### config.mk
export PLATFORM = sky130hd
export DESIGN_NAME = ntc_thermistor_temperature_top
export DESIGN_NICKNAME = d
export VERILOG_FILES = /design/src/hw/rtl/ntc_pkg.sv /design/src/hw/rtl/ntc_ram.sv /design/src/hw/rtl/ntc_div.sv /design/src/hw/rtl/ntc_window.sv /design/src/hw/rtl/ntc_thermistor_temperature_top.sv
export VERILOG_INCLUDE_DIRS = /design/src /design/src/hw/rtl
export SDC_FILE = /design/constraint.sdc
export NUM_CORES = 2
export LEC_CHECK = 0
export BUFFER_PORTS_ARGS = -buffer_cell sky130_fd_sc_hd__clkbuf_2
export CAP_MARGIN = 20
export CORE_ASPECT_RATIO = 1.25
export CORE_MARGIN = 2
export CORE_UTILIZATION = 35
export DETAILED_ROUTE_END_ITERATION = 8
export HOLD_SLACK_MARGIN = 0.06
export PLACE_DENSITY_LB_ADDON = 0.1
export SKIP_CTS_REPAIR_TIMING = 1
export SYNTH_ARGS = -nofsm -noshare
export SYNTH_HDL_FRONTEND = slang
export SYNTH_HIERARCHICAL = 1
export SYNTH_SLANG_ARGS = --single-unit
### constraint.sdc
create_clock -name clock -period 18.5 [get_ports clock]
set_clock_uncertainty 0.2 [all_clocks]
set_input_delay 0.925 -clock clock [delete_from_list [all_inputs] [get_ports clock]]
set_output_delay 0.925 -clock clock [all_outputs]
set_load 0.01 [all_outputs]
### src/hw/rtl/ntc_thermistor_temperature_top_macros.svh
// Assertion macros shared by the thermistor block.
// Each takes a label, the clock, the reset, a condition and a consequence.
`ifndef NTC_THERMISTOR_TEMPERATURE_TOP_MACROS_SVH
`define NTC_THERMISTOR_TEMPERATURE_TOP_MACROS_SVH
`ifndef SYNTHESIS
`define NTC_ASSERT_IMP(lbl, clk, rst, ante, cons) \
   lbl: assert property (@(posedge clk) disable iff (rst) (ante) |-> (cons)) \
      else $error("ntc assertion failed");
`define NTC_ASSERT_NXT(lbl, clk, rst, ante, cons) \
   lbl: assert property (@(posedge clk) disable iff (rst) (ante) |=> (cons)) \
      else $error("ntc assertion failed");
`else
`define NTC_ASSERT_IMP(lbl, clk, rst, ante, cons)
`define NTC_ASSERT_NXT(lbl, clk, rst, ante, cons)
`endif
`endif

### src/hw/rtl/ntc_pkg.sv
package ntc_pkg;

   localparam int TABLE_ENTRIES = 110;
   localparam int TBL_AW        = $clog2(TABLE_ENTRIES);

   localparam int SAMPLE_W   = 12;
   localparam int MEAN_W     = 12;
   localparam int SUM_W      = 16;
   localparam int COUNT_W    = 4;
   localparam int WINDOW_LEN = 10;
   localparam int MEAN_SHIFT = 3;
   localparam int REF_W      = 12;
   localparam int SERIES_W   = 8;
   localparam int TEMP_W     = 7;
   localparam int RES_W      = 12;
   localparam int NUM_W      = SERIES_W + REF_W;
   localparam int DIV_DW     = 24;
   localparam int DIV_VW     = 16;

   localparam logic [DIV_VW-1:0] ADC_FULL_SCALE = 16'd4095;

   // Thermistor resistance in tenths of a kilohm, one entry per degree from 0 C.
   localparam logic [RES_W-1:0] RES_TABLE [TABLE_ENTRIES] = '{
      12'd3270, 12'd3107, 12'd2954, 12'd2809, 12'd2672, 12'd2542, 12'd2419, 12'd2303,
      12'd2194, 12'd2090, 12'd1992, 12'd1898, 12'd1810, 12'd1726, 12'd1647, 12'd1572,
      12'd1500, 12'd1433, 12'd1368, 12'd1307, 12'd1249, 12'd1194, 12'd1142, 12'd1092,
      12'd1045, 12'd1000, 12'd957,  12'd916,  12'd877,  12'd840,  12'd805,  12'd771,
      12'd739,  12'd709,  12'd680,  12'd652,  12'd625,  12'd600,  12'd576,  12'd553,
      12'd531,  12'd510,  12'd490,  12'd471,  12'd453,  12'd435,  12'd418,  12'd402,
      12'd387,  12'd372,  12'd358,  12'd345,  12'd332,  12'd320,  12'd308,  12'd297,
      12'd286,  12'd275,  12'd265,  12'd256,  12'd247,  12'd238,  12'd229,  12'd221,
      12'd214,  12'd206,  12'd199,  12'd192,  12'd185,  12'd179,  12'd173,  12'd167,
      12'd161,  12'd156,  12'd151,  12'd146,  12'd141,  12'd136,  12'd132,  12'd127,
      12'd123,  12'd119,  12'd115,  12'd112,  12'd108,  12'd105,  12'd101,  12'd98,
      12'd95,   12'd92,   12'd89,   12'd87,   12'd84,   12'd81,   12'd79,   12'd76,
      12'd74,   12'd72,   12'd70,   12'd68,   12'd66,   12'd64,   12'd62,   12'd60,
      12'd58,   12'd57,   12'd55,   12'd53,   12'd52,   12'd50
   };

   typedef struct packed {
      logic busy;
      logic done;
   } div_status_type;

endpackage

### src/hw/rtl/ntc_ram.sv
module ntc_ram #(
   parameter int WIDTH = 12,
   parameter int DEPTH = 110
) (
   input  logic                     clock,
   input  logic                     wr_en,
   input  logic [$clog2(DEPTH)-1:0] wr_addr,
   input  logic [WIDTH-1:0]         wr_data,
   input  logic [$clog2(DEPTH)-1:0] rd_addr,
   output logic [WIDTH-1:0]         rd_data
);

   logic [WIDTH-1:0] mem_ff [DEPTH];
   logic [WIDTH-1:0] rd_data_ff;

   always_ff @(posedge clock) begin
      if (wr_en) begin
         mem_ff[wr_addr] <= wr_data;
      end
      rd_data_ff <= mem_ff[rd_addr];
   end

   assign rd_data = rd_data_ff;

endmodule

### src/hw/rtl/ntc_div.sv
`include "ntc_thermistor_temperature_top_macros.svh"

module ntc_div (
   input  logic                        clock,
   input  logic                        reset,
   input  logic                        start,
   input  logic [ntc_pkg::DIV_DW-1:0]  dividend,
   input  logic [ntc_pkg::DIV_VW-1:0]  divisor,
   output logic [ntc_pkg::DIV_DW-1:0]  quotient,
   output ntc_pkg::div_status_type     status
);

   import ntc_pkg::*;

   localparam int CNT_W = $clog2(DIV_DW);

   logic              busy_ff, busy_in;
   logic              done_ff, done_in;
   logic [CNT_W-1:0]  cnt_ff, cnt_in;
   logic [DIV_DW-1:0] quo_ff, quo_in;
   logic [DIV_VW-1:0] rem_ff, rem_in;
   logic [DIV_VW-1:0] div_ff, div_in;
   logic [DIV_VW:0]   part;
   logic [DIV_VW:0]   diff;
   logic              ge;

   // Restoring division, one quotient bit per cycle, dividend bits shifted in from the top.
   assign part = {rem_ff, quo_ff[DIV_DW-1]};
   assign diff = part - {1'b0, div_ff};
   assign ge   = (part >= {1'b0, div_ff});

   always_comb begin
      busy_in = busy_ff;
      done_in = 1'b0;
      cnt_in  = cnt_ff;
      quo_in  = quo_ff;
      rem_in  = rem_ff;
      div_in  = div_ff;
      if (start) begin
         busy_in = 1'b1;
         cnt_in  = '0;
         quo_in  = dividend;
         rem_in  = '0;
         div_in  = divisor;
      end else if (busy_ff) begin
         rem_in = ge ? diff[DIV_VW-1:0] : part[DIV_VW-1:0];
         quo_in = {quo_ff[DIV_DW-2:0], ge};
         cnt_in = cnt_ff + 1'b1;
         if (cnt_ff == CNT_W'(DIV_DW - 1)) begin
            busy_in = 1'b0;
            done_in = 1'b1;
         end
      end
   end

   always_ff @(posedge clock) begin
      if (reset) begin
         busy_ff <= 1'b0;
         done_ff <= 1'b0;
         cnt_ff  <= '0;
      end else begin
         busy_ff <= busy_in;
         done_ff <= done_in;
         cnt_ff  <= cnt_in;
      end
      quo_ff <= quo_in;
      rem_ff <= rem_in;
      div_ff <= div_in;
   end

   assign quotient    = quo_ff;
   assign status.busy = busy_ff;
   assign status.done = done_ff;

   `NTC_ASSERT_IMP(a_div_no_restart, clock, reset, start, !busy_ff)
   `NTC_ASSERT_IMP(a_div_rem_bound, clock, reset, busy_ff, rem_ff < div_ff)
   `NTC_ASSERT_NXT(a_div_done_pulse, clock, reset, done_ff, !done_ff && !busy_ff)

endmodule

### src/hw/rtl/ntc_window.sv
module ntc_window (
   input  logic                          clock,
   input  logic                          reset,
   input  logic                          sample_valid,
   input  logic [ntc_pkg::SAMPLE_W-1:0]  sample,
   output logic                          last,
   output logic [ntc_pkg::MEAN_W-1:0]    mean
);

   import ntc_pkg::*;

   logic [COUNT_W-1:0]  count_ff, count_in;
   logic [SUM_W-1:0]    sum_ff, sum_in;
   logic [SAMPLE_W-1:0] max_ff, max_in;
   logic [SAMPLE_W-1:0] min_ff, min_in;
   logic [MEAN_W-1:0]   mean_ff, mean_in;
   logic [SAMPLE_W-1:0] max_n, min_n;
   logic [SUM_W-1:0]    sum_n;
   logic [SUM_W-1:0]    trimmed;

   assign last  = (count_ff == COUNT_W'(WINDOW_LEN - 1));
   assign max_n = (sample >= max_ff) ? sample : max_ff;
   assign min_n = (sample <= min_ff) ? sample : min_ff;
   assign sum_n = sum_ff + SUM_W'(sample);
   // The extremes are two of the window's own samples, so this never goes negative.
   assign trimmed = sum_n - SUM_W'(max_n) - SUM_W'(min_n);

   always_comb begin
      count_in = count_ff;
      sum_in   = sum_ff;
      max_in   = max_ff;
      min_in   = min_ff;
      mean_in  = mean_ff;
      if (sample_valid) begin
         if (last) begin
            mean_in  = trimmed[MEAN_SHIFT +: MEAN_W];
            count_in = '0;
            sum_in   = '0;
            max_in   = '0;
            min_in   = '1;
         end else begin
            count_in = count_ff + 1'b1;
            sum_in   = sum_n;
            max_in   = max_n;
            min_in   = min_n;
         end
      end
   end

   always_ff @(posedge clock) begin
      if (reset) begin
         count_ff <= '0;
         sum_ff   <= '0;
         max_ff   <= '0;
         min_ff   <= '1;
      end else begin
         count_ff <= count_in;
         sum_ff   <= sum_in;
         max_ff   <= max_in;
         min_ff   <= min_in;
      end
      mean_ff <= mean_in;
   end

   assign mean = mean_ff;

endmodule

### src/hw/rtl/ntc_thermistor_temperature_top.sv
// Thermistor thermometer: 12-bit converter samples are taken one per cycle in windows of
// ten, and at the end of each window the trimmed mean (sum less the largest and smallest
// sample, over eight) is turned into millivolts, then into divider resistance, and looked
// up in a 110-entry calibration table held in a RAM; one beat with the nearest degree and
// the resistance follows, or none when the divider is saturated or the resistance falls
// outside the table. After the tenth sample of a window no sample is taken while the
// window is worked on, nor while a finished beat waits for the receiver: a multiply and a
// fold by the full scale give the millivolts, a wait on the radix-2 divider gives the
// resistance, then the table RAM is scanned at one entry per cycle. After reset the
// table RAM is loaded from the package table, during which no sample is taken; register
// writes are taken at any time.
`include "ntc_thermistor_temperature_top_macros.svh"

module ntc_thermistor_temperature_top (
   input  logic                          clock,
   input  logic                          reset,
   input  logic                          req_valid,
   output logic                          req_ready,
   input  logic [ntc_pkg::SAMPLE_W-1:0]  req_adc_sample,
   output logic                          rsp_valid,
   input  logic                          rsp_ready,
   output logic [ntc_pkg::TEMP_W-1:0]    rsp_temperature_celsius,
   output logic [ntc_pkg::RES_W-1:0]     rsp_resistance_tenths_kohm,
   input  logic                          csr_psel,
   input  logic                          csr_penable,
   input  logic                          csr_pwrite,
   input  logic [2:0]                    csr_paddr,
   input  logic [31:0]                   csr_pwdata,
   output logic [31:0]                   csr_prdata,
   output logic                          csr_pready
);

   import ntc_pkg::*;

   localparam int RES_WIDE_W = DIV_DW + 4;
   localparam int FOLD_W     = REF_W + 1;

   typedef enum logic [0:0] {
      REG_REFERENCE_MV = 1'b0,
      REG_SERIES_KOHM  = 1'b1
   } reg_index_type;

   typedef enum logic [3:0] {
      S_FILL,
      S_IDLE,
      S_MUL,
      S_MV_DIV,
      S_CHECK,
      S_R_DIV,
      S_R_WAIT,
      S_RANGE,
      S_SEARCH,
      S_OUT
   } state_type;

   state_type          state_ff, state_in;
   logic [TBL_AW-1:0]  fill_ff, fill_in;
   logic [TBL_AW-1:0]  idx_ff, idx_in;
   logic [REF_W-1:0]   ref_ff, ref_in;
   logic [SERIES_W-1:0] series_ff, series_in;
   logic [DIV_DW-1:0]  prod_ff, prod_in;
   logic [REF_W-1:0]   mv_ff, mv_in;
   logic [NUM_W-1:0]   num_ff, num_in;
   logic [REF_W-1:0]   den_ff, den_in;
   logic [RES_WIDE_W-1:0] res_wide_ff, res_wide_in;
   logic [RES_W-1:0]   res_ff, res_in;
   logic [RES_W-1:0]   prev_ff, prev_in;
   logic [TEMP_W-1:0]  temp_ff, temp_in;
   logic               rsp_valid_ff, rsp_valid_in;
   logic [TEMP_W-1:0]  rsp_temp_ff, rsp_temp_in;
   logic [RES_W-1:0]   rsp_res_ff, rsp_res_in;

   logic               req_accept;
   logic               csr_write;
   logic               win_last;
   logic [MEAN_W-1:0]  win_mean;
   logic               div_start;
   logic [DIV_DW-1:0]  div_dividend;
   logic [DIV_VW-1:0]  div_divisor;
   logic [DIV_DW-1:0]  div_quotient;
   div_status_type     div_status;
   logic               ram_we;
   logic [TBL_AW-1:0]  ram_raddr;
   logic [RES_W-1:0]   ram_rdata;
   logic [RES_W-1:0]   to_next;
   logic [RES_W-1:0]   to_this;
   logic [FOLD_W-1:0]  mv_fold;
   logic [REF_W-1:0]   mv_quo;

   assign req_ready  = (state_ff == S_IDLE);
   assign req_accept = req_valid && req_ready;
   assign csr_pready = 1'b1;
   assign csr_write  = csr_psel && csr_penable && csr_pwrite;

   ntc_window u_window (
      .clock        (clock),
      .reset        (reset),
      .sample_valid (req_accept),
      .sample       (req_adc_sample),
      .last         (win_last),
      .mean         (win_mean)
   );

   ntc_div u_div (
      .clock    (clock),
      .reset    (reset),
      .start    (div_start),
      .dividend (div_dividend),
      .divisor  (div_divisor),
      .quotient (div_quotient),
      .status   (div_status)
   );

   ntc_ram #(
      .WIDTH (RES_W),
      .DEPTH (TABLE_ENTRIES)
   ) u_table (
      .clock   (clock),
      .wr_en   (ram_we),
      .wr_addr (fill_ff),
      .wr_data (RES_TABLE[fill_ff]),
      .rd_addr (ram_raddr),
      .rd_data (ram_rdata)
   );

   always_comb begin
      csr_prdata = '0;
      unique case (reg_index_type'(csr_paddr[2]))
         REG_REFERENCE_MV: csr_prdata = 32'(ref_ff);
         REG_SERIES_KOHM:  csr_prdata = 32'(series_ff);
         default:          csr_prdata = '0;
      endcase
   end

   // The full scale is one less than 2^12, so the quotient is the upper half of the
   // product plus one whenever the two halves together reach the full scale. The
   // product stays below 4095 * 4096, so the sum of the halves never reaches twice that.
   assign mv_fold = FOLD_W'(prod_ff[REF_W +: REF_W]) + FOLD_W'(prod_ff[REF_W-1:0]);
   assign mv_quo  = prod_ff[REF_W +: REF_W] + REF_W'(mv_fold >= FOLD_W'(ADC_FULL_SCALE));

   assign to_next = res_ff - ram_rdata;
   assign to_this = prev_ff - res_ff;

   always_comb begin
      state_in     = state_ff;
      fill_in      = fill_ff;
      idx_in       = idx_ff;
      ref_in       = ref_ff;
      series_in    = series_ff;
      prod_in      = prod_ff;
      mv_in        = mv_ff;
      num_in       = num_ff;
      den_in       = den_ff;
      res_wide_in  = res_wide_ff;
      res_in       = res_ff;
      prev_in      = prev_ff;
      temp_in      = temp_ff;
      rsp_valid_in = rsp_valid_ff && !rsp_ready;
      rsp_temp_in  = rsp_temp_ff;
      rsp_res_in   = rsp_res_ff;
      ram_we       = 1'b0;
      ram_raddr    = '0;
      div_start    = 1'b0;
      div_dividend = DIV_DW'(num_ff);
      div_divisor  = DIV_VW'(den_ff);

      if (csr_write) begin
         unique case (reg_index_type'(csr_paddr[2]))
            REG_REFERENCE_MV: ref_in    = csr_pwdata[REF_W-1:0];
            REG_SERIES_KOHM:  series_in = csr_pwdata[SERIES_W-1:0];
            default:          ref_in    = ref_ff;
         endcase
      end

      unique case (state_ff)
         S_FILL: begin
            ram_we  = 1'b1;
            fill_in = fill_ff + 1'b1;
            if (fill_ff == TBL_AW'(TABLE_ENTRIES - 1)) begin
               state_in = S_IDLE;
            end
         end
         S_IDLE: begin
            if (req_accept && win_last) begin
               state_in = S_MUL;
            end
         end
         S_MUL: begin
            prod_in  = DIV_DW'(ref_ff) * DIV_DW'(win_mean);
            state_in = S_MV_DIV;
         end
         S_MV_DIV: begin
            mv_in    = mv_quo;
            state_in = S_CHECK;
         end
         S_CHECK: begin
            // A saturated divider (including a zero reference) gives no beat.
            if (mv_ff >= ref_ff) begin
               state_in = S_IDLE;
            end else begin
               num_in   = NUM_W'(series_ff) * NUM_W'(mv_ff);
               den_in   = ref_ff - mv_ff;
               state_in = S_R_DIV;
            end
         end
         S_R_DIV: begin
            div_start = 1'b1;
            state_in  = S_R_WAIT;
         end
         S_R_WAIT: begin
            if (div_status.done) begin
               res_wide_in = RES_WIDE_W'(div_quotient) * RES_WIDE_W'(10);
               state_in    = S_RANGE;
            end
         end
         S_RANGE: begin
            if ((res_wide_ff > RES_WIDE_W'(RES_TABLE[0])) ||
                (res_wide_ff < RES_WIDE_W'(RES_TABLE[TABLE_ENTRIES-1]))) begin
               state_in = S_IDLE;
            end else begin
               res_in    = res_wide_ff[RES_W-1:0];
               ram_raddr = '0;
               idx_in    = '0;
               state_in  = S_SEARCH;
            end
         end
         S_SEARCH: begin
            // The RAM returns entry idx_ff this cycle; the next entry is fetched meanwhile.
            ram_raddr = (idx_ff == TBL_AW'(TABLE_ENTRIES - 1)) ? idx_ff : idx_ff + 1'b1;
            if (idx_ff == '0) begin
               prev_in = ram_rdata;
               idx_in  = idx_ff + 1'b1;
            end else if (ram_rdata <= res_ff) begin
               // Midway between two entries, the higher index wins.
               temp_in  = (to_this < to_next) ? TEMP_W'(idx_ff - 1'b1) : TEMP_W'(idx_ff);
               state_in = S_OUT;
            end else begin
               prev_in = ram_rdata;
               idx_in  = idx_ff + 1'b1;
            end
         end
         S_OUT: begin
            if (!rsp_valid_ff || rsp_ready) begin
               rsp_valid_in = 1'b1;
               rsp_temp_in  = temp_ff;
               rsp_res_in   = res_ff;
               state_in     = S_IDLE;
            end
         end
         default: state_in = S_IDLE;
      endcase
   end

   always_ff @(posedge clock) begin
      if (reset) begin
         state_ff     <= S_FILL;
         fill_ff      <= '0;
         idx_ff       <= '0;
         ref_ff       <= 12'd3297;
         series_ff    <= 8'd47;
         rsp_valid_ff <= 1'b0;
      end else begin
         state_ff     <= state_in;
         fill_ff      <= fill_in;
         idx_ff       <= idx_in;
         ref_ff       <= ref_in;
         series_ff    <= series_in;
         rsp_valid_ff <= rsp_valid_in;
      end
      prod_ff     <= prod_in;
      mv_ff       <= mv_in;
      num_ff      <= num_in;
      den_ff      <= den_in;
      res_wide_ff <= res_wide_in;
      res_ff      <= res_in;
      prev_ff     <= prev_in;
      temp_ff     <= temp_in;
      rsp_temp_ff <= rsp_temp_in;
      rsp_res_ff  <= rsp_res_in;
   end

   assign rsp_valid                  = rsp_valid_ff;
   assign rsp_temperature_celsius    = rsp_temp_ff;
   assign rsp_resistance_tenths_kohm = rsp_res_ff;

   `NTC_ASSERT_IMP(a_temp_range, clock, reset, rsp_valid, rsp_temperature_celsius < TEMP_W'(TABLE_ENTRIES))
   `NTC_ASSERT_IMP(a_res_range, clock, reset, rsp_valid, (rsp_resistance_tenths_kohm >= RES_TABLE[TABLE_ENTRIES-1]) && (rsp_resistance_tenths_kohm <= RES_TABLE[0]))
   `NTC_ASSERT_IMP(a_scan_bound, clock, reset, state_ff == S_SEARCH, idx_ff < TBL_AW'(TABLE_ENTRIES))
   `NTC_ASSERT_NXT(a_out_wait, clock, reset, (state_ff == S_OUT) && rsp_valid && !rsp_ready, state_ff == S_OUT)

endmodule

==> results by group <==
Detailed routing
  • DRT Pass-1 Iters: 5
  • Routed len/inst: 24.4 um
  • Drc violations: 0
  • First DRT Iteration DRCs: 3,039
  • Final WL: 205,000 um
  • Via count: 43.7k
  • Vias per cell: 5.20
  • ANT nets after route: 0

Worst hold path
  • HP Class: input pin to register
  • Hold endpoint: ref_ff[10]$_SDFFE_PP1P_
  • Hold path depth: 3
  • Worst Hold Launch: csr_pwdata[10]

Worst setup path
  • Crit Path Class: register to register
  • Worst path cell trace: and4b_1 > nand3_1 > a31oi_4 > buf_12 > buf_4 > buf_4 > mux4_2 > mux4_2 > nand2_1 > nand3_1 > o32a_1
  • Worst reg2reg startpoint: idx_ff[2]$_SDFFE_PP0P_
  • Crit-path max FO: 106
  • CP Launch Type: register
  • Worst setup EP type: register
  • Data arrival time of the worst path: 6460 ps
  • R2R Path End: u_table/rd_data[4]$_DFF_P_
  • Reg2Reg Setup Slack: 12,520 ps
  • CP required: 18,980 ps
  • Critical Path Max Stage Delay: 740 ps
  • Slowest CP cell: a31oi_4
  • R2R depth: 11

GRT
  • GRT Overall Usage: 17.8%
  • Largest net degree at the start of global routing: 107
  • First-pass GRT wire length: 306,000 um
  • Number of antenna violations at the first check in global routing: 9
  • Final global-route overflow total: 0
  • Vias in the first global route: 45.6k

Power and ir drop
  • Maximum vdd ir drop: 0.0835 mV
  • Internal Pwr Total: 7.14 mW
  • Sw frac: 27.8%
  • Combinational share of power: 17.5%
  • Power density cells: 111 nW/um2
  • Clk pwr share: 35.3%
  • Flop pwr share: 47.2%
  • Final total power: 9.89 mW
  • Switching power: 2.75 mW
  • P_leak: 30.1 nW

Clocking
  • CTS H-tree lvls: 4
  • Deepest clock path buffer count: 4
  • Number of CTS-inserted buffers: 184
  • Clock transition at path regs: 60 ps
  • Clock Sinks: 1,632
  • Root buffer cell: clkbuf_16
  • CTS tree: yes
  • Skew-Pair Late Insertion Delay: 820 ps

Timing
  • Setup TNS: 0 ps
  • Fin. max-slew vios: 0
  • Final Setup Violations: 0
  • Period utilisation layout: 32.3%
  • Final number of hold-violating endpoints: 0
  • Max Clock Freq: 0.167 GHz
  • Min cycle time layout: 5980 ps
  • Worst Tran Pin Value: 1090 ps
  • RSZ-0062 raised after global routing: false
  • Worst slew margin: 27.1%

Cells and area
  • Fin area: 88,800 um2
  • Fillers: 20.6k
  • Nets: 5,834
  • Share of layout cells above drive strength 1: 18.7%
  • Area taken by multi-input logic gates: 28,700 um2
  • Register Area: 47,800 um2
  • Area growth syn-to-layout: 12.7%

Floorplanning
  • Die height: 534 um
  • CORE AREA: 224,000 um2
  • Die W: 428 um
  • Die footprint: 229,000 um2
  • I/O pin cnt: 108
  • Site Rows: 194
  • Initial core utilization: 35.2%

Flow run
  • MaxCap Viol Count: 0

Outcome
  • Status: completed

Placed design
  • DP Area: 83,000 um2
  • Final HPWL DP: 133,000 um
  • Final Wtd Congestion: 0.809
  • # port buffers: 63

Synthesis
  • Mapped cell area: 78,800 um2
  • Mean Syn Cell Area: 15.3 um2
  • YS warnings: 6
  • Cells after Synth: 5,165
## critical path, delay by kind of cell, from the launching register on
family,cells,cell delay (ps)
muxes,2,1050
AOI/OAI and AO/OA,2,1000
and+or+nand+nor,4,850
DFF,1,600
buffers and inverters,3,1890
## power groups by stage
stage | Sequential, mW | Combinational, mW | Clock [mW]
after global routing | 4.68 | 1.92 | 3.73
final | 4.67 | 1.73 | 3.49
after detailed placement | 4.76 | 1.74 | 0
after floorplan | 4.84 | 1.02 | 0
after CTS | 4.68 | 1.74 | 3.60
after global placement | 4.75 | 1.70 | 0
## routing by layer
layer | global-route usage (%) | share of wire (%) | up-vias
li1 | - | - | 19900
met1 | 23.9 | 44 | 22700
met2 | 30.6 | 50 | 802
met3 | 2.60 | 4.1 | 262
met4 | 4.20 | 2.1 | 8
met5 | 0 | 0.029 | -
## how the worst max path moves through the flow
| stage | startpoint | endpoint |
|---|---|---|
| after CTS | ref_ff[8]$_SDFFE_PP0P_ | prod_ff[23]$_DFFE_PP_ |
| final | idx_ff[2]$_SDFFE_PP0P_ | u_table/rd_data[4]$_DFF_P_ |
| after global placement | idx_ff[1]$_SDFFE_PP0P_ | u_table/rd_data[0]$_DFF_P_ |
| after global routing | ref_ff[8]$_SDFFE_PP0P_ | prod_ff[23]$_DFFE_PP_ |
| after floorplan | fill_ff[2]$_SDFFE_PP0P_ | u_table/mem_ff[0][10]$_DFFE_PP_ |
| after detailed placement | ref_ff[5]$_SDFFE_PP1P_ | prod_ff[23]$_DFFE_PP_ |
## layout by cell type, fill, tap and decap left out, types with 38 or more instances in the layout
cell type / instances
and2_1: 123
dfxtp_1: 113
xor2_1: 44
o21ai_0: 103
clkbuf_2: 63
nor2b_1: 41
nor2_2: 51
buf_4: 138
xnor2_1: 85
mux2i_1: 87
clkbuf_1: 43
ha_1: 288
edfxtp_1: 1515
nand3_1: 76
mux4_2: 373
clkinv_1: 45
inv_1: 349
nor3_1: 45
nand2_1: 315
a21o_1: 38
mux2_2: 50
fa_1: 177
clkbuf_16: 188
nor2_1: 255
a21oi_1: 166
## registers in the layout, summed over array words and instances (netlist names), 15 cells and up
register	flops
u_div/div_ff	16
res_wide_ff	27
prod_ff	24
u_div/rem_ff	16
u_table/mem_ff	1320
u_window/sum_ff	15
num_ff	20
u_div/quotient	24
## layout make-up
type	count	area share [%]
clock buffers	238	5.59
repair buffers	210	1.75
multi-input cells	2934	32.3
inverters	353	1.49
diodes	4	0.0113
clock inverters	89	0.799
flip-flops and latches	1632	53.9
well taps	2940	4.14
## stage by stage
| stage | setup slack (ps) | hold WS (ps) | instances | utilization, % |
|---|---|---|---|---|
| after global routing | 12260 | 123 | 8397 | 39.7 |
| after global placement | 12490 | 202 | 8061 | 37.1 |
| final | 12520 | 161 | 8400 | 39.7 |
| after floorplan | 5360 | 200 | 5193 | - |
| after CTS | 12500 | 85.2 | 8391 | 39.7 |
| after detailed placement | 12510 | 206 | 8064 | 37.1 |
No activity file was read; power rests on OpenSTA's default activity.
